$ cat src/design/hbd_pkg.sv
// Package for the HDLC byte deframer: framing codes, mode and result kinds,
// the result word struct and the FCS-16 byte update. No dependencies.
package hbd_pkg;

   // Default frame limit for the MAX_FRAME parameter of the top level.
   localparam int unsigned MAX_FRAME_DEFAULT = 256;

   // Framing and check constants.
   localparam logic [7:0]  FLAG_BYTE = 8'h7E;
   localparam logic [7:0]  ESC_BYTE  = 8'h7D;
   localparam logic [7:0]  ESC_XOR   = 8'h20;
   localparam logic [15:0] FCS_INIT  = 16'hFFFF;
   localparam logic [15:0] FCS_GOOD  = 16'hF0B8;
   localparam logic [15:0] FCS_POLY  = 16'h8408;

   // Reset value of the max_length register.
   localparam logic [8:0]  MAX_LENGTH_RESET = 9'd256;

   typedef enum logic [1:0] {
      MODE_IDLE  = 2'd0,
      MODE_FRAME = 2'd1,
      MODE_ESC   = 2'd2
   } mode_type;

   typedef enum logic [1:0] {
      KIND_DATA = 2'd0,
      KIND_GOOD = 2'd1,
      KIND_BAD  = 2'd2,
      KIND_OVF  = 2'd3
   } kind_type;

   // One result word from the deframer core to the output stage.
   typedef struct packed {
      logic       valid;
      kind_type   kind;
      logic [7:0] data_byte;
   } result_type;

   // Reflected FCS-16 update over one byte, one bit per step.
   function automatic logic [15:0] fcs16_byte(input logic [15:0] fcs, input logic [7:0] b);
      logic [15:0] v;
      v = fcs ^ {8'h00, b};
      for (int i = 0; i < 8; i++) begin
         if (v[0]) begin
            v = (v >> 1) ^ FCS_POLY;
         end else begin
            v = v >> 1;
         end
      end
      return v;
   endfunction

endpackage

$ cat src/design/hbd_core.sv
// Deframer core: mode, byte count and running FCS registers with the
// per-byte unstuffing and check logic. Depends on hbd_pkg.
module hbd_core
   import hbd_pkg::*;
#(
   parameter int unsigned MAX_FRAME = MAX_FRAME_DEFAULT,
   localparam int unsigned LimitMax = (MAX_FRAME < 511) ? MAX_FRAME : 511,
   localparam int unsigned CntW     = $clog2(LimitMax + 2)
) (
   input  logic            clock,
   input  logic            reset,
   input  logic            step,
   input  logic [7:0]      rx_byte,
   input  logic [8:0]      max_length,
   output result_type      res,
   output logic [CntW-1:0] res_count
);

   localparam logic [16:0] MaxFrameExt = 17'(MAX_FRAME);

   mode_type        mode_ff, mode_in;
   logic [CntW-1:0] count_ff, count_in;
   logic [15:0]     fcs_ff, fcs_in;

   logic [16:0] limit_ext;
   logic        over_limit;
   logic [7:0]  store_byte;
   logic [15:0] fcs_store;

   // The limit in force is max_length clamped to MAX_FRAME.
   always_comb begin
      if (17'(max_length) > MaxFrameExt) begin
         limit_ext = MaxFrameExt;
      end else begin
         limit_ext = 17'(max_length);
      end
   end

   assign over_limit = 17'(count_ff) > limit_ext;

   // An escaped byte is stored with bit 5 flipped.
   assign store_byte = (mode_ff == MODE_ESC) ? (rx_byte ^ ESC_XOR) : rx_byte;
   assign fcs_store  = fcs16_byte(fcs_ff, store_byte);

   // Next state and result for the byte being stepped.
   always_comb begin
      mode_in       = mode_ff;
      count_in      = count_ff;
      fcs_in        = fcs_ff;
      res.valid     = 1'b0;
      res.kind      = KIND_DATA;
      res.data_byte = 8'h00;
      if (step) begin
         case (mode_ff)
            MODE_FRAME: begin
               if (over_limit) begin
                  res.valid = 1'b1;
                  res.kind  = KIND_OVF;
                  mode_in   = MODE_IDLE;
               end else if (rx_byte == FLAG_BYTE) begin
                  res.valid = 1'b1;
                  res.kind  = (fcs_ff == FCS_GOOD) ? KIND_GOOD : KIND_BAD;
                  mode_in   = MODE_IDLE;
               end else if (rx_byte == ESC_BYTE) begin
                  mode_in = MODE_ESC;
               end else begin
                  res.valid     = 1'b1;
                  res.data_byte = store_byte;
                  count_in      = count_ff + 1'b1;
                  fcs_in        = fcs_store;
               end
            end
            MODE_ESC: begin
               if (rx_byte == FLAG_BYTE) begin
                  res.valid = 1'b1;
                  res.kind  = (fcs_ff == FCS_GOOD) ? KIND_GOOD : KIND_BAD;
                  mode_in   = MODE_IDLE;
               end else begin
                  res.valid     = 1'b1;
                  res.data_byte = store_byte;
                  count_in      = count_ff + 1'b1;
                  fcs_in        = fcs_store;
                  mode_in       = MODE_FRAME;
               end
            end
            default: begin
               mode_in = MODE_IDLE;
               if (rx_byte == FLAG_BYTE) begin
                  mode_in  = MODE_FRAME;
                  count_in = '0;
                  fcs_in   = FCS_INIT;
               end
            end
         endcase
      end
   end

   // Ends and aborts leave the count alone, so the next count is the reported one.
   assign res_count = count_in;

   // State registers.
   always_ff @(posedge clock) begin
      if (reset) begin
         mode_ff  <= MODE_IDLE;
         count_ff <= '0;
         fcs_ff   <= FCS_INIT;
      end else begin
         mode_ff  <= mode_in;
         count_ff <= count_in;
         fcs_ff   <= fcs_in;
      end
   end

   // A byte seen in idle never produces a result.
   a_idle_silent: assert property (@(posedge clock) disable iff (reset)
      step && mode_ff == MODE_IDLE |-> !res.valid)
      else $error("result produced while idle");

   // A flag inside a frame always closes it with a result.
   a_flag_closes: assert property (@(posedge clock) disable iff (reset)
      step && mode_ff != MODE_IDLE && rx_byte == FLAG_BYTE |-> res.valid && res.kind != KIND_DATA)
      else $error("flag inside frame did not close it");

   // No result without a stepped byte.
   a_no_step_no_result: assert property (@(posedge clock) disable iff (reset)
      !step |-> !res.valid)
      else $error("result without input byte");

   // Frame start resets the count and the FCS.
   a_start_clears: assert property (@(posedge clock) disable iff (reset)
      step && mode_ff == MODE_IDLE && rx_byte == FLAG_BYTE |=> count_ff == '0 && fcs_ff == FCS_INIT)
      else $error("frame start did not clear count or FCS");

endmodule

$ cat src/design/hbd_out_stage.sv
// Result register between the deframer core and the rsp_ channel.
// Depends on hbd_pkg.
module hbd_out_stage
   import hbd_pkg::*;
#(
   parameter int unsigned CNT_W = 9
) (
   input  logic             clock,
   input  logic             reset,
   input  result_type       res,
   input  logic [CNT_W-1:0] res_count,
   output logic             advance,
   output logic             rsp_valid,
   input  logic             rsp_stall,
   output logic [1:0]       rsp_kind,
   output logic [7:0]       rsp_data_byte,
   output logic [8:0]       rsp_frame_length
);

   logic             valid_ff;
   kind_type         kind_ff;
   logic [7:0]       data_ff;
   logic [CNT_W-1:0] count_ff;
   logic [CNT_W+8:0] count_wide;

   // The register can take a new word when empty or being emptied now.
   assign advance = !valid_ff || !rsp_stall;

   always_ff @(posedge clock) begin
      if (reset) begin
         valid_ff <= 1'b0;
      end else if (advance) begin
         valid_ff <= res.valid;
      end
   end

   // Payload needs no reset.
   always_ff @(posedge clock) begin
      if (advance && res.valid) begin
         kind_ff  <= res.kind;
         data_ff  <= res.data_byte;
         count_ff <= res_count;
      end
   end

   // Length is reported modulo 512.
   assign count_wide       = {9'd0, count_ff};
   assign rsp_valid        = valid_ff;
   assign rsp_kind         = kind_ff;
   assign rsp_data_byte    = data_ff;
   assign rsp_frame_length = count_wide[8:0];

endmodule

$ cat src/design/hdlc_byte_deframer_fcs16_top.sv
// Top level of the async HDLC byte deframer with FCS-16 check.
// Depends on hbd_pkg, hbd_core and hbd_out_stage.
//
// One raw serial byte per word on req_, at most one result word per byte on
// rsp_: payload bytes after unstuffing, then a good/bad FCS verdict on the
// closing flag, or an overflow abort once the frame passes the length limit
// (max_length, clamped to MAX_FRAME). The block takes one byte every clock
// cycle while rsp_ is not stalled; a byte is registered in the input register
// and waits there until the result register can take a word; its result is
// then loaded into the result register, from which it is offered on rsp_.
// The FSM step and the bit-wise FCS-16 byte update sit together between
// those two registers. max_length is written through csr_wr_en/csr_wr_data
// and resets to 256.
module hdlc_byte_deframer_fcs16_top
   import hbd_pkg::*;
#(
   parameter int unsigned MAX_FRAME = MAX_FRAME_DEFAULT
) (
   input  logic       clock,
   input  logic       reset,
   input  logic       req_valid,
   output logic       req_stall,
   input  logic [7:0] req_rx_byte,
   output logic       rsp_valid,
   input  logic       rsp_stall,
   output logic [1:0] rsp_kind,
   output logic [7:0] rsp_data_byte,
   output logic [8:0] rsp_frame_length,
   input  logic       csr_wr_en,
   input  logic [8:0] csr_wr_data
);

   localparam int unsigned LimitMax = (MAX_FRAME < 511) ? MAX_FRAME : 511;
   localparam int unsigned CntW     = $clog2(LimitMax + 2);

   logic            in_valid_ff;
   logic [7:0]      in_byte_ff;
   logic [8:0]      max_length_ff;
   logic            advance;
   logic            step;
   result_type      res;
   logic [CntW-1:0] res_count;

   // Configuration register.
   always_ff @(posedge clock) begin
      if (reset) begin
         max_length_ff <= MAX_LENGTH_RESET;
      end else if (csr_wr_en) begin
         max_length_ff <= csr_wr_data;
      end
   end

   // Input register: holds while its word cannot move to the core.
   assign req_stall = in_valid_ff && !advance;
   assign step      = in_valid_ff && advance;

   always_ff @(posedge clock) begin
      if (reset) begin
         in_valid_ff <= 1'b0;
      end else if (!req_stall) begin
         in_valid_ff <= req_valid;
      end
   end

   always_ff @(posedge clock) begin
      if (!req_stall && req_valid) begin
         in_byte_ff <= req_rx_byte;
      end
   end

   hbd_core #(
      .MAX_FRAME (MAX_FRAME)
   ) u_core (
      .clock      (clock),
      .reset      (reset),
      .step       (step),
      .rx_byte    (in_byte_ff),
      .max_length (max_length_ff),
      .res        (res),
      .res_count  (res_count)
   );

   hbd_out_stage #(
      .CNT_W (CntW)
   ) u_out (
      .clock            (clock),
      .reset            (reset),
      .res              (res),
      .res_count        (res_count),
      .advance          (advance),
      .rsp_valid        (rsp_valid),
      .rsp_stall        (rsp_stall),
      .rsp_kind         (rsp_kind),
      .rsp_data_byte    (rsp_data_byte),
      .rsp_frame_length (rsp_frame_length)
   );

   // The input side only backs up when a result is held by a stalled output.
   a_stall_cause: assert property (@(posedge clock) disable iff (reset)
      req_stall |-> rsp_valid && rsp_stall)
      else $error("input stalled without output backpressure");

   // Only payload words carry a data byte.
   a_data_zero: assert property (@(posedge clock) disable iff (reset)
      rsp_valid && rsp_kind != KIND_DATA |-> rsp_data_byte == 8'h00)
      else $error("data byte set on non-payload result");

   // A stalled input word stays in the input register.
   a_in_hold: assert property (@(posedge clock) disable iff (reset)
      req_stall |=> in_valid_ff && in_byte_ff == $past(in_byte_ff))
      else $error("input register lost a stalled word");

endmodule
$ cat config.mk
export PLATFORM = sky130hd
export DESIGN_NAME = hdlc_byte_deframer_fcs16_top
export DESIGN_NICKNAME = d
export VERILOG_FILES = /design/src/design/hbd_pkg.sv /design/src/design/hbd_core.sv /design/src/design/hbd_out_stage.sv /design/src/design/hdlc_byte_deframer_fcs16_top.sv
export SDC_FILE = /design/constraint.sdc
export NUM_CORES = 1
export LEC_CHECK = 0
export ABC_AREA = 1
export BUFFER_PORTS_ARGS = -buffer_cell sky130_fd_sc_hd__buf_2
export CORE_MARGIN = 4
export CORE_UTILIZATION = 45
export CTS_BUF_LIST = sky130_fd_sc_hd__clkbuf_2
export DETAILED_ROUTE_END_ITERATION = 10
export PLACE_DENSITY_LB_ADDON = 0.3
export SETUP_SLACK_MARGIN = 0.4
export SLEW_MARGIN = 5
export SYNTH_ARGS = -nofsm -noshare
export SYNTH_HDL_FRONTEND = slang
export SYNTH_SLANG_ARGS = --single-unit
$ cat constraint.sdc
create_clock -name clock -period 2.55 [get_ports clock]
set_input_delay 0.51 -clock clock [delete_from_list [all_inputs] [get_ports clock]]
set_output_delay 0.51 -clock clock [all_outputs]
set_load 0.02 [all_outputs]
=== Word level (Yosys, flattened, before mapping) ===
Cells that the tools add are included.
Widths: inputs -> output; s select.

* Word-level logic and storage cells: 85
* Flip-flop bits (word level): 65
* Output and inout port bits: 21

* Magnitude comparators: 2
* Equality and inequality tests: 10
* Reduce and logical (&&, ||, !) cells: 12
* Muxes and demuxes: 40
* $add $sub $neg: 1
* Bitwise logic cells: 10

{| class="wikitable"
|+ Operators by type and width
! cell !! count
|-
| $mux 16 || 13
|-
| $mux 9 || 7
|-
| $mux 8 || 4
|-
| $pmux 16 s2 || 1
|-
| $not 2->3 || 8
|-
| $pmux 11 s2 || 1
|-
| $pmux 9 s2 || 1
|-
| $eq 16x16->1 const B || 1
|-
| $eq 8x7->1 const B || 2
|-
| $xor 16x8->16 || 1
|-
| $mux 11 || 1
|-
| $mux 2 || 5
|-
| $add 9x1->9 const B || 1
|-
| $gt 9x9->1 || 1
|-
| $gt 9x9->1 const B || 1
|-
| $ne 2x2->1 const B || 4
|-
| $mux 6 || 1
|-
| $reduce_and 6->1 || 1
|-
| $logic_and 1x1->1 || 4
|-
| $logic_not 1->1 || 4
|-
| $mux 1 || 4
|-
| $ne 4x1->1 const B || 1
|-
| $pmux 2 s2 || 1
|-
| $mux 3 || 1
|-
| 6 further kinds || 6
|}

=== Depth between registers and ports, before layout ===
Gate-level depths: netlist of the first run.

* Word-level depth: 23
* Depth in mapped cells: 19
* Gate-level depth less buffers: 19

=== Hierarchy ===
Synthesis of the first run repeated with hierarchy kept, for this count alone.

* Cells, all modules: 450
* Area, all modules: 3626.0 um2

{| class="wikitable"
|+ By module, submodules not included
! module !! area an instance (um2) !! instances !! seq. area each (um2) !! cells each
|-
| hbd_core || 2408.6 || 1 || 540.5 || 370
|-
| hbd_out_stage || 614.3 || 1 || 590.6 || 24
|-
| hdlc_byte_deframer_fcs16_top || 603.1 || 1 || 440.4 || 56
|}

=== Worst setup path before layout of the first run ===
OpenSTA, ideal clock, no wires.

* Path kind: flip-flop to flip-flop
* Start point: register max_length_ff[4]
* End point: register u_out.data_ff[0] (netlist: u_out.rsp_data_byte[0]) (enable)
* Slack: -0.176 ns
* Arrival: 2.353 ns
* Required time: 2.176 ns
* Path buffers: 0
* Cell stages (with the launch flop): 18
* Cell sequence: dfxtp_1 -> nor4_1 -> a21oi_1 -> inv_1 -> nand2_1 -> ha_1 -> nand2_1 -> inv_1 -> nand2_1 -> nor2_1 -> o21ai_0 -> nand2_1 -> nand2_2 -> inv_1 -> nand2_1 -> nand2_1 -> nand2_1 -> inv_1

* Word-level cells in the longest chain between the ends: 7

{| class="wikitable"
|+ RTL lines
! element !! RTL line !! text
|-
| from (decl) || hdlc_byte_deframer_fcs16_top.sv:38 || <nowiki>logic [8:0] max_length_ff;</nowiki>
|-
| from (signal assigned) || hdlc_byte_deframer_fcs16_top.sv:49 || <nowiki>max_length_ff <= csr_wr_data;</nowiki>
|-
| $gt 9x9->1 || hbd_core.sv:32 || <nowiki>if (17'(max_length) > MaxFrameExt) begin</nowiki>
|-
| $mux 9 * || hbd_core.sv:32 ||
|-
| $gt 9x9->1 * || hbd_core.sv:39 || <nowiki>assign over_limit = 17'(count_ff) > limit_ext;</nowiki>
|-
| $mux 3 * || hbd_core.sv:56 || <nowiki>if (over_limit) begin</nowiki>
|-
| $pmux 11 s2 * || hbd_core.sv:54 || <nowiki>case (mode_ff)</nowiki>
|-
| $mux 11 * || hbd_core.sv:53 || <nowiki>if (step) begin</nowiki>
|-
| $logic_and 1x1->1 * || hbd_out_stage.sv:39 || <nowiki>if (advance && res.valid) begin</nowiki>
|-
| to (signal assigned) || hbd_out_stage.sv:41 || <nowiki>data_ff <= res.data_byte;</nowiki>
|-
| to (decl) || hbd_out_stage.sv:22 || <nowiki>logic [7:0] data_ff;</nowiki>
|}

Every way passes the cells marked *; elsewhere a longest branch is shown, timed or not.
A chain may end at the register's enable or synchronous reset.

=== Worst setup path after layout of the first run ===
* Start point: register max_length_ff[4]
* End point: register u_out.data_ff[7] (netlist: u_out.rsp_data_byte[7]) (enable)

Same word-level chain as after synthesis.

==> results by group, run 1 <==
Status
  • Outcome: finished with violations
  • Failing checks: negative setup slack

Die
  • Die X: 98.68 microns
  • Core Region: 7848 sq um
  • Die area: 9737 sq um
  • Initial Util: 0.4715
  • Die Height: 98.68 microns
  • # IOs: 43
  • Row count: 32

Setup path
  • Crit path largest cell delay: 380 ps
  • Critical path startpoint: max_length_ff[4]$_SDFFE_PP0P_
  • Crit start category: register
  • Crit path to: u_out.rsp_data_byte[7]$_SDFFCE_PN0P_
  • R2R Path End: u_out.rsp_data_byte[7]$_SDFFCE_PN0P_
  • Worst r2r src: max_length_ff[4]$_SDFFE_PP0P_
  • Path depth of the worst reg2reg path: 18
  • Cell mode on critical path: nand2_4
  • Crit. End Element: register
  • Max FO, Critical Path: 7
  • CP max-delay cell: dfxtp_2
  • R2R setup slack: -130 ps
  • Critical-path cell list: nor4_4, a21oi_2, inv_2, nand2_2, ha_4, nand2_2, inv_2, nand2_2, nor2_2, nand4_1, nand2_4, inv_4, nand2_4, nand2_4, nand2_4, clkinvlp_4, buf_12, buf_16
  • Setup CP Type: reg -> reg
  • Arrival time worst endpoint: 2980 ps
  • CP Data Required Time: 2850 ps

GRT
  • Remaining Overflow, GRT: 0
  • Vias in the first global route: 3346
  • First-pass GRT wire length: 16030 microns
  • Global router's overall resource usage: 0.2037
  • Largest net degree at the start of global routing: 23
  • Antenna violations before repair: 0

Place
  • Hpwl dp: 6784 microns
  • Port bufs: 42
  • Routability congestion estimate: 0.9159
  • Dpl cell area: 4207 sq um

Logic synthesis
  • Post-synth top area share: 0.2191
  • Post-synth top flop: dfxtp_1
  • Mean Syn Cell Area: 7.889 sq um
  • Post-synthesis cell count: 469
  • Yosys warning count: 0
  • Seq/Total Area, Yosys: 0.4248
  • Async set-reset flop share out of synthesis: 0
  • Largest area contributor in the netlist: edfxtp_1
  • Flops & latches, synth: 65
  • Area contributors post-synth: edfxtp_1 22%, dfxtp_1 21%, nand2_1 12%
  • Post-synth cell types: 43
  • Cell area after synthesis: 3700 sq um
  • Net count after synthesis: 504
  • EDFF count, synth: 27

Clock network
  • Clock buffer count from CTS: 9
  • Latest clock arrival within the worst-skew pair: 520 ps
  • Clock Sinks: 65
  • Clock root cell: clkbuf_2
  • CTS tree: yes
  • # hold bufs at CTS: 0
  • CTS Buffer Depth: 2
  • Htree depth: 3
  • Worst-path clk slew: 180 ps

Power
  • Clk pwr share: 0.281
  • VDD IR max: 0.0002946 V
  • LEAKAGE: 2.081 nW
  • Switching Fraction: 0.3044
  • Comb pwr share: 0.187
  • Reg power frac: 0.532
  • Power Total: 2.166 mW
  • Sw power: 0.6594 mW
  • Internal: 1.507 mW
  • Pwr/cell area: 454.5 nW/um^2

Run
  • Maxcap violations: 0

Timing
  • Fmax: 373.0 MHz
  • Setup TNS: -3516 ps
  • Minimum clock period: 2681 ps
  • Max transition margin: 0.6079
  • Worst setup margin: -130.7 ps
  • Final Skew: 24.49 ps
  • RSZ-0062 raised after global routing: yes
  • Final hold viol count: 0
  • Tightest Pin Transition: 588.1 ps
  • Count of pins over their slew limit: 0
  • Final Cycle Share: 1.051
  • Final setup viols: 49

Layout
  • Design area: 4766 sq um
  • Diode count: 0
  • # nets final: 582
  • Proportion of layout cells with a drive suffix above 1: 0.3261
  • Syn-to-layout area delta: 28.81%

Drt
  • Final WL: 9948 microns
  • Mean routed wirelength per cell: 15.21 microns
  • Vias per Instance: 5.422
  • Residual DRC: 0
  • Antenna Nets Post-Route: 0
  • Vias: 3546
  • DR pass1 iterations: 5
  • Iter 0 DRT Violations: 338

Hold path
  • Hold Crit Class: in -> reg
worst min-delay path by stage:
stage | start | end | slack, ps | cells past startpoint
finish | req_rx_byte[1] | in_byte_ff[1]$_DFFE_PP_ | 170 | 1
global route | req_rx_byte[7] | in_byte_ff[7]$_DFFE_PP_ | 120 | 1
CTS | req_rx_byte[1] | in_byte_ff[1]$_DFFE_PP_ | 150 | 1
detailed placement | max_length_ff[0]$_SDFFE_PP0P_ | max_length_ff[0]$_SDFFE_PP0P_ | 480 | 2
global placement | max_length_ff[0]$_SDFFE_PP0P_ | max_length_ff[0]$_SDFFE_PP0P_ | 470 | 2
floorplan | max_length_ff[0]$_SDFFE_PP0P_ | max_length_ff[0]$_SDFFE_PP0P_ | 450 | 2
cell type report:
| class | count | area [sq um] |
|---|---|---|
| Clock buffer | 10 | 50.05 |
| Clock inverter | 6 | 58.81 |
| Fill cell | 702 | 3082 |
| Inverter | 51 | 206.4 |
| Multi-Input combinational cell | 336 | 2135 |
| Sequential cell | 65 | 1575 |
| Tap cell | 102 | 127.6 |
| Timing Repair Buffer | 84 | 613.1 |
metrics by stage:
step	hold slack, ps	setup WS, ps	cells	utilization
finish	168.8	-130.7	654	0.6073
floorplan	448.4	14.19	469	-
global route	117.0	-308.3	654	0.6073
global placement	473.1	-52.23	622	0.5360
CTS	146.7	-104.7	649	0.5783
detailed placement	483.8	-212.2	622	0.5360
placed cells by master (no fill, tap or decap), types with 4 or more instances in the layout:
master and count:
a21oi_1 21, ha_1 8, buf_4 30, xor2_1 6, nand2_1 102, buf_6 8
nand4_1 9, o21ai_2 11, a21oi_2 12, buf_2 42, edfxtp_1 27, a22oi_1 6
o211ai_1 4, clkbuf_2 10, o31ai_1 6, nor2_1 35, nand3_1 28, inv_2 5
xnor2_1 12, o21ai_0 20, inv_1 41, nand2_4 7, ha_4 5, dfxtp_1 35
nand2_2 11
power groups by stage:
stage          clock network (mW)  logic (mW)  registers [mW]
3_3_place_gp                    0       0.310            1.17
5_1_grt                     0.672       0.445            1.16
3_5_place_dp                    0       0.317            1.17
6_report                    0.609       0.404            1.15
4_1_cts                     0.617       0.353            1.15
2_1_floorplan                   0       0.220            1.16
cells by family (layout without fill, tap and decap cells):
group / count (synthesis) / after routing / share of synthesized area
simple gates: 219 / 219 / 0.2702
compound gates: 85 / 85 / 0.1370
buf+inv: 68 / 151 / 0.07710
flops: 65 / 65 / 0.4248
xor+xnor: 19 / 19 / 0.04701
fa+ha+maj: 13 / 13 / 0.04396
flip-flops by register name, summed over array words and instances, names as in the netlist:
register	count
u_core.fcs_ff	16
u_out.rsp_valid	1
in_byte_ff	8
max_length_ff	9
u_out.rsp_data_byte	8
u_out.rsp_kind	2
u_core.count_ff	9
u_out.rsp_frame_length	9
in_valid_ff	1
u_core.mode_ff	2
critical path, delay by kind of cell (launching register included):
kind,cells,cell delay (ps)
simple gates,10,1050
buf+inv,6,680
flops,1,380
fa+ha+maj,1,270
compound gates,1,100
routing by layer:
metal | GRT usage | vias to the layer above | wire length (microns)
li1 | - | 1731 | -
met1 | 0.2716 | 1617 | 4295
met2 | 0.3162 | 167 | 4616
met3 | 0.04883 | 31 | 745
met4 | 0.08718 | 0 | 291
met5 | 0 | - | 0
cells in the mapped netlist, types with 2 or more instances:
| library cell | count |
|---|---|
| clkbuf_1 | 9 |
| inv_1 | 46 |
| xnor2_1 | 12 |
| o21ai_1 | 6 |
| buf_1 | 2 |
| nor3_4 | 3 |
| a22oi_1 | 6 |
| nor3_2 | 2 |
| or2_2 | 2 |
| nor4_1 | 3 |
| nand4_1 | 9 |
| nor3_1 | 3 |
| o21ai_0 | 22 |
| a21oi_2 | 4 |
| a21oi_1 | 29 |
| dfxtp_1 | 38 |
| inv_2 | 2 |
| o211ai_1 | 4 |
| ha_1 | 13 |
| nand2_2 | 3 |
| buf_2 | 4 |
| a211oi_1 | 2 |
| nand3_1 | 30 |
| nand2_4 | 3 |
| nand2_1 | 116 |
| nor2_1 | 40 |
| edfxtp_1 | 27 |
| o21ai_2 | 4 |
| xor2_1 | 6 |
| o31ai_1 | 6 |
timing repair:
item / 4_1_cts / 5_1_grt
pin swaps: 10 / 21
gates cloned: 1 / 0
setup endpoints to repair: 66 / 66
resized for setup: 33 / 38
buffers inserted: 10 / 5
Note: power is estimated with default switching activity, not from simulation.
==> run 2: changes to the inputs <==
- SETUP_SLACK_MARGIN: 0.4 -> not set
==> run 2 against run 1 <==
The run still ends with negative setup slack left. Worst setup slack worse by 43 ps. Routed wire length is 2.0% lower. Die area did not move. Fmax is 1.6% lower. Via count decreased by 0.37%. Critical path depth stayed put. Clock skew down 2.1 ps. Cell count is 1.5% lower.
==> results by group, run 2 (synthesis results as in run 1) <==
Timing
  • Count of pins over their slew limit: 0
  • Minimum clock period: 2723 ps
  • Hold WS: 145.0 ps
  • Final Cycle Share: 1.068
  • Fmax: 367.2 MHz
  • RSZ-0062 raised after global routing: yes
  • Final hold viol count: 0
  • Final Skew: 22.36 ps
  • Worst setup margin: -173.3 ps
  • Tightest Pin Transition: 858.3 ps
  • Final setup viols: 56
  • Max transition margin: 0.4278
  • Setup TNS: -3744 ps

Drt
  • Mean routed wirelength per cell: 15.13 microns
  • Residual DRC: 0
  • Final WL: 9745 microns
  • Iter 0 DRT Violations: 271
  • Vias per Instance: 5.486
  • Vias: 3533
  • Antenna Nets Post-Route: 0
  • DR pass1 iterations: 5

Hold path
  • HP Start: req_rx_byte[7]
  • Hold Path Sink: in_byte_ff[7]$_DFFE_PP_
  • Worst Hold Path Cells: 1
  • Hold Crit Class: in -> reg

Die
  • Initial Util: 0.4715
  • # IOs: 43
  • Core Region: 7848 sq um
  • Die Height: 98.68 microns
  • Row count: 32
  • Die area: 9737 sq um
  • Die X: 98.68 microns

Layout
  • Most flop-heavy register: u_core.fcs_ff
  • Proportion of layout cells with a drive suffix above 1: 0.3173
  • Design area: 4672 sq um
  • Most frequent cells in the layout: 100 x nand2_1, 42 x buf_2, 41 x inv_1
  • Filler instances: 692
  • Post-layout util: 0.5953
  • Diode count: 0
  • Max reg flops: 16
  • # nets final: 572
  • Syn-to-layout area delta: 26.28%
  • Commonest non-fill, non-tap cell in the layout: nand2_1

Power
  • Reg power frac: 0.511
  • Internal: 1.597 mW
  • VDD IR max: 0.0002993 V
  • Pwr/cell area: 483.8 nW/um^2
  • Comb pwr share: 0.173
  • LEAKAGE: 2.015 nW
  • Sw power: 0.6631 mW
  • Switching Fraction: 0.2933
  • Clk pwr share: 0.316

Setup path
  • Worst r2r src: max_length_ff[7]$_SDFFE_PP0P_
  • Crit path largest cell delay: 370 ps
  • CP bufs+invs: 6
  • Setup CP Type: reg -> reg
  • Critical-path cell list: nor4_4, a21oi_2, inv_2, nand2_2, ha_4, nand2_2, inv_2, nand2_4, nor2_4, nand4_1, nand2_4, inv_4, nand2_4, nand2_4, nand2_4, clkinvlp_4, buf_6, buf_12
  • Crit. End Element: register
  • Path depth of the worst reg2reg path: 18
  • R2R Path End: u_out.rsp_frame_length[0]$_DFFE_PP_
  • CP max-delay cell: dfxtp_2
  • Crit start category: register
  • Arrival time worst endpoint: 3050 ps
  • CP Data Required Time: 2870 ps
  • Cell mode on critical path: nand2_4
  • Largest delay share family, worst path: simple AND/OR/NAND/NOR gates
  • Max FO, Critical Path: 8
  • R2R setup slack: -170 ps

Status
  • Outcome: finished with violations
  • Failing checks: negative setup slack

GRT
  • First-pass GRT wire length: 16300 microns
  • Remaining Overflow, GRT: 0
  • Global router's overall resource usage: 0.2051
  • Antenna violations before repair: 0
  • Vias in the first global route: 3321
  • Largest net degree at the start of global routing: 23

Clock network
  • # hold bufs at CTS: 0
  • Worst-path clk slew: 180 ps
  • Htree depth: 3
  • Clock buffer count from CTS: 9
  • Clock root cell: clkbuf_2
  • CTS tree: yes
  • Latest clock arrival within the worst-skew pair: 540 ps
  • CTS Buffer Depth: 2
  • Clock Sinks: 65

Place
  • Routability congestion estimate: 0.9077
  • Dpl cell area: 4174 sq um
  • Hpwl dp: 6596 microns
  • Port bufs: 42

Run
  • Maxcap violations: 0
==> run 2: changes by cell type in the layout (fill, tap and decap cells not counted), sizes merged <==
cell | previous run | this run
clkinv | 5 | 4
bufinv | 1 | 2
buf | 84 | 74
==> run 2: worst max-delay path by stage <==
stage                                        startpoint                                   end  slack [ps]  cells past startpoint
after CTS                 max_length_ff[3]$_SDFFE_PP0P_   u_out.rsp_frame_length[0]$_DFFE_PP_        -100                     18
after detailed placement  max_length_ff[0]$_SDFFE_PP0P_   u_out.rsp_frame_length[7]$_DFFE_PP_        -190                     18
after global placement    max_length_ff[0]$_SDFFE_PP0P_   u_out.rsp_frame_length[7]$_DFFE_PP_         -70                     18
after floorplan           max_length_ff[7]$_SDFFE_PP0P_  u_out.rsp_data_byte[0]$_SDFFCE_PN0P_           9                     16
final                     max_length_ff[7]$_SDFFE_PP0P_   u_out.rsp_frame_length[0]$_DFFE_PP_        -170                     18
after global routing      max_length_ff[7]$_SDFFE_PP0P_       u_out.rsp_kind[0]$_SDFFCE_PN0P_        -320                     18
==> run 2: power groups by stage <==
stage	combinational [mW]	sequential [mW]	clock, mW
after global routing	0.433	1.16	0.783
after floorplan	0.218	1.16	0
after global placement	0.303	1.17	0
after detailed placement	0.309	1.17	0
after CTS	0.342	1.15	0.724
final	0.391	1.15	0.715
==> run 2: layout make-up <==
type | count | area (sq um) | share of cell area
Tap cell | 102 | 127.6 | 0.02732
Sequential cell | 65 | 1577 | 0.3374
Clock inverter | 6 | 82.58 | 0.01768
Inverter | 51 | 206.4 | 0.04419
Timing Repair Buffer | 74 | 518.0 | 0.1109
Multi-Input combinational cell | 336 | 2111 | 0.4518
Clock buffer | 10 | 50.05 | 0.01071
==> run 2: through the flow <==
step	setup WS (ps)	power, mW	std cells
floorplan	9.189	1.378	469
global placement	-68.73	1.470	619
detailed placement	-189.6	1.477	619
CTS	-103.5	2.214	646
global route	-315.9	2.374	644
finish	-173.3	2.260	644
==> run 2: repair_timing <==
action,in CTS,in global routing
resized for setup,28,46
cloned,1,0
setup endpoints to repair,64,66
pin swaps,17,26
setup buffers,10,3
==> run 2: metal layers <==
layer / track usage / vias up / routed length, microns
met3: 0.03255 / 32 / 730
li1: - / 1704 / -
met1: 0.2852 / 1624 / 4320
met2: 0.3136 / 173 / 4389
met4: 0.09454 / 0 / 305
met5: 0 / - / 0
==> run 3: changes to the inputs <==
- CORE_ASPECT_RATIO: not set -> 0.6
- GPL_TIMING_DRIVEN: not set -> 0
==> run 3 against run 2 <==
The flow still finishes with violations (negative setup slack). Clock power shrank 16%. Clock-buffer cell count grew 2. Non-clock buffer count grew 3. Worst hold slack gained 13 ps. Register-to-register slack is essentially flat. Cell count grew 1.6%. Design area grew 0.86%. Critical endpoint is now u_out.rsp_data_byte[3]$_SDFFCE_PN0P_. Largest cell class unchanged.
==> results by group, run 3 (synthesis results as in run 1) <==
Setup path
  • Path depth of the worst reg2reg path: 15
  • Arrival time worst endpoint: 3090 ps
  • Crit start category: register
  • R2R Path End: u_out.rsp_data_byte[3]$_SDFFCE_PN0P_
  • R2R setup slack: -160 ps
  • Worst r2r src: max_length_ff[5]$_SDFFE_PP0P_
  • CP Data Required Time: 2920 ps
  • Crit. End Element: register
  • Max FO, Critical Path: 5
  • Setup CP Type: reg -> reg

Die
  • Core Region: 7945 sq um
  • Die Height: 78.24 microns
  • Die X: 125.1 microns
  • # IOs: 43
  • Row count: 25
  • Die area: 9784 sq um
  • Initial Util: 0.4657

Drt
  • Final WL: 10580 microns
  • Residual DRC: 0
  • Vias per Instance: 5.414
  • Vias: 3541
  • Iter 0 DRT Violations: 269
  • DR pass1 iterations: 5
  • Mean routed wirelength per cell: 16.17 microns
  • Antenna Nets Post-Route: 0

GRT
  • Grt met1 use: 0.3171
  • Antenna violations before repair: 0
  • Vias in the first global route: 3106
  • Largest net degree at the start of global routing: 12
  • Gr busiest metal: met1
  • Remaining Overflow, GRT: 0
  • First-pass GRT wire length: 16040 microns
  • Met3 Usage GRT: 0.07886
  • Global router's overall resource usage: 0.2076
  • Met2 GRT Util: 0.2680

Layout
  • Diode count: 0
  • # nets final: 576
  • Design area: 4712 sq um
  • Commonest non-fill, non-tap cell in the layout: nand2_1
  • Max reg flops: 16
  • Most frequent cells in the layout: 94 x nand2_1, 45 x buf_2, 41 x inv_1
  • Most flop-heavy register: u_core.fcs_ff
  • Proportion of layout cells with a drive suffix above 1: 0.3205
  • Post-layout util: 0.5931
  • Final Instance Count excl. Fillers: 654
  • Syn-to-layout area delta: 27.36%

Run
  • Maxcap violations: 0

Power
  • Pwr/cell area: 456.4 nW/um^2
  • VDD IR max: 0.0002802 V
  • LEAKAGE: 1.997 nW

Hold path
  • Worst Hold Path Cells: 1
  • HP Start: req_rx_byte[4]
  • Hold Crit Class: in -> reg
  • Hold Path Sink: in_byte_ff[4]$_DFFE_PP_

Timing
  • Tightest Pin Transition: 755.1 ps
  • Setup TNS: -5565 ps
  • Max transition margin: 0.4966
  • RSZ-0062 raised after global routing: yes
  • Final hold viol count: 0
  • Worst setup margin: -164.6 ps
  • Fmax: 368.4 MHz
  • Count of pins over their slew limit: 0
  • Minimum clock period: 2715 ps
  • Final Cycle Share: 1.065
  • Final setup viols: 54
  • Final Skew: 24.61 ps

Place
  • Dpl cell area: 4066 sq um
  • Hpwl dp: 7167 microns
  • Routability congestion estimate: 0.9438
  • Post-Place Cells: 618
  • Port bufs: 41

Status
  • Failing checks: negative setup slack
  • Outcome: finished with violations

Clock network
  • Clock root cell: clkbuf_2
  • Clock buffer count from CTS: 9
  • Clock Sinks: 65
  • Latest clock arrival within the worst-skew pair: 520 ps
  • CTS Buffer Depth: 2
  • Htree depth: 3
  • Worst-path clk slew: 170 ps
  • CTS tree: yes
==> run 3: worst max-delay path, stage by stage, from the launching register on <==
cell and delay, ps:
dfxtp_4 390, nor4_4 280, a21oi_2 100, inv_2 120, nand2_2 70, ha_1 300
nand2_1 60, inv_2 70, nand2_4 50, nor2_4 110, nand4_1 140, nand2_4 130
nand3_1 230, nand2_1 180, nand2_1 170, nor2_1 170
==> run 3: worst max-delay path by stage <==
stage,startpoint,to,slack (ps),depth (start not counted)
after floorplan,max_length_ff[7]$_SDFFE_PP0P_,u_out.rsp_data_byte[0]$_SDFFCE_PN0P_,9,16
after global placement,max_length_ff[1]$_SDFFE_PP0P_,u_out.rsp_data_byte[2]$_SDFFCE_PN0P_,-430,16
after detailed placement,max_length_ff[7]$_SDFFE_PP0P_,u_out.rsp_data_byte[2]$_SDFFCE_PN0P_,-440,16
after CTS,max_length_ff[0]$_SDFFE_PP0P_,u_out.rsp_frame_length[8]$_DFFE_PP_,-120,17
after global routing,max_length_ff[5]$_SDFFE_PP0P_,u_out.rsp_data_byte[3]$_SDFFCE_PN0P_,-360,15
final,max_length_ff[5]$_SDFFE_PP0P_,u_out.rsp_data_byte[3]$_SDFFCE_PN0P_,-160,15
==> run 3: cell type report <==
type | count | area [sq um]
Fill cell | 703 | 3233
Multi-Input combinational cell | 336 | 2153
Sequential cell | 65 | 1579
Timing Repair Buffer | 60 | 430.4
Inverter | 51 | 209.0
Tap cell | 108 | 135.1
Buffer | 17 | 91.34
Clock buffer | 12 | 60.06
Clock inverter | 4 | 45.04
Timing Repair inverter | 1 | 8.758
==> run 3: report_power, final <==
part	switching, mW	internal [mW]	total (mW)
clock network	0.368	0.235	0.603
logic	0.240	0.149	0.389
registers	0.0430	1.11	1.16
==> run 3: routing by layer <==
metal	up-vias	routed length, microns
met5	-	0
met4	0	138
met3	15	1240
met2	170	4237
met1	1633	4960
li1	1723	-
==> run 3: metrics by stage <==
stage | power, mW | hold slack (ps) | setup slack [ps]
6_report | 2.150 | 158.0 | -164.6
5_1_grt | 2.265 | 78.92 | -359.2
4_1_cts | 2.084 | 118.8 | -116.2
3_5_place_dp | 1.464 | 474.5 | -436.3
3_3_place_gp | 1.458 | 465.0 | -427.7
2_1_floorplan | 1.378 | 448.4 | 9.189
==> run 3: repair_timing <==
action,4_1_cts,5_1_grt
setup buffers,10,7
pin swaps,7,20
hold buffers,0,0
endpoints found under the setup margin,59,66
gates resized for setup,15,74
cloned,2,4
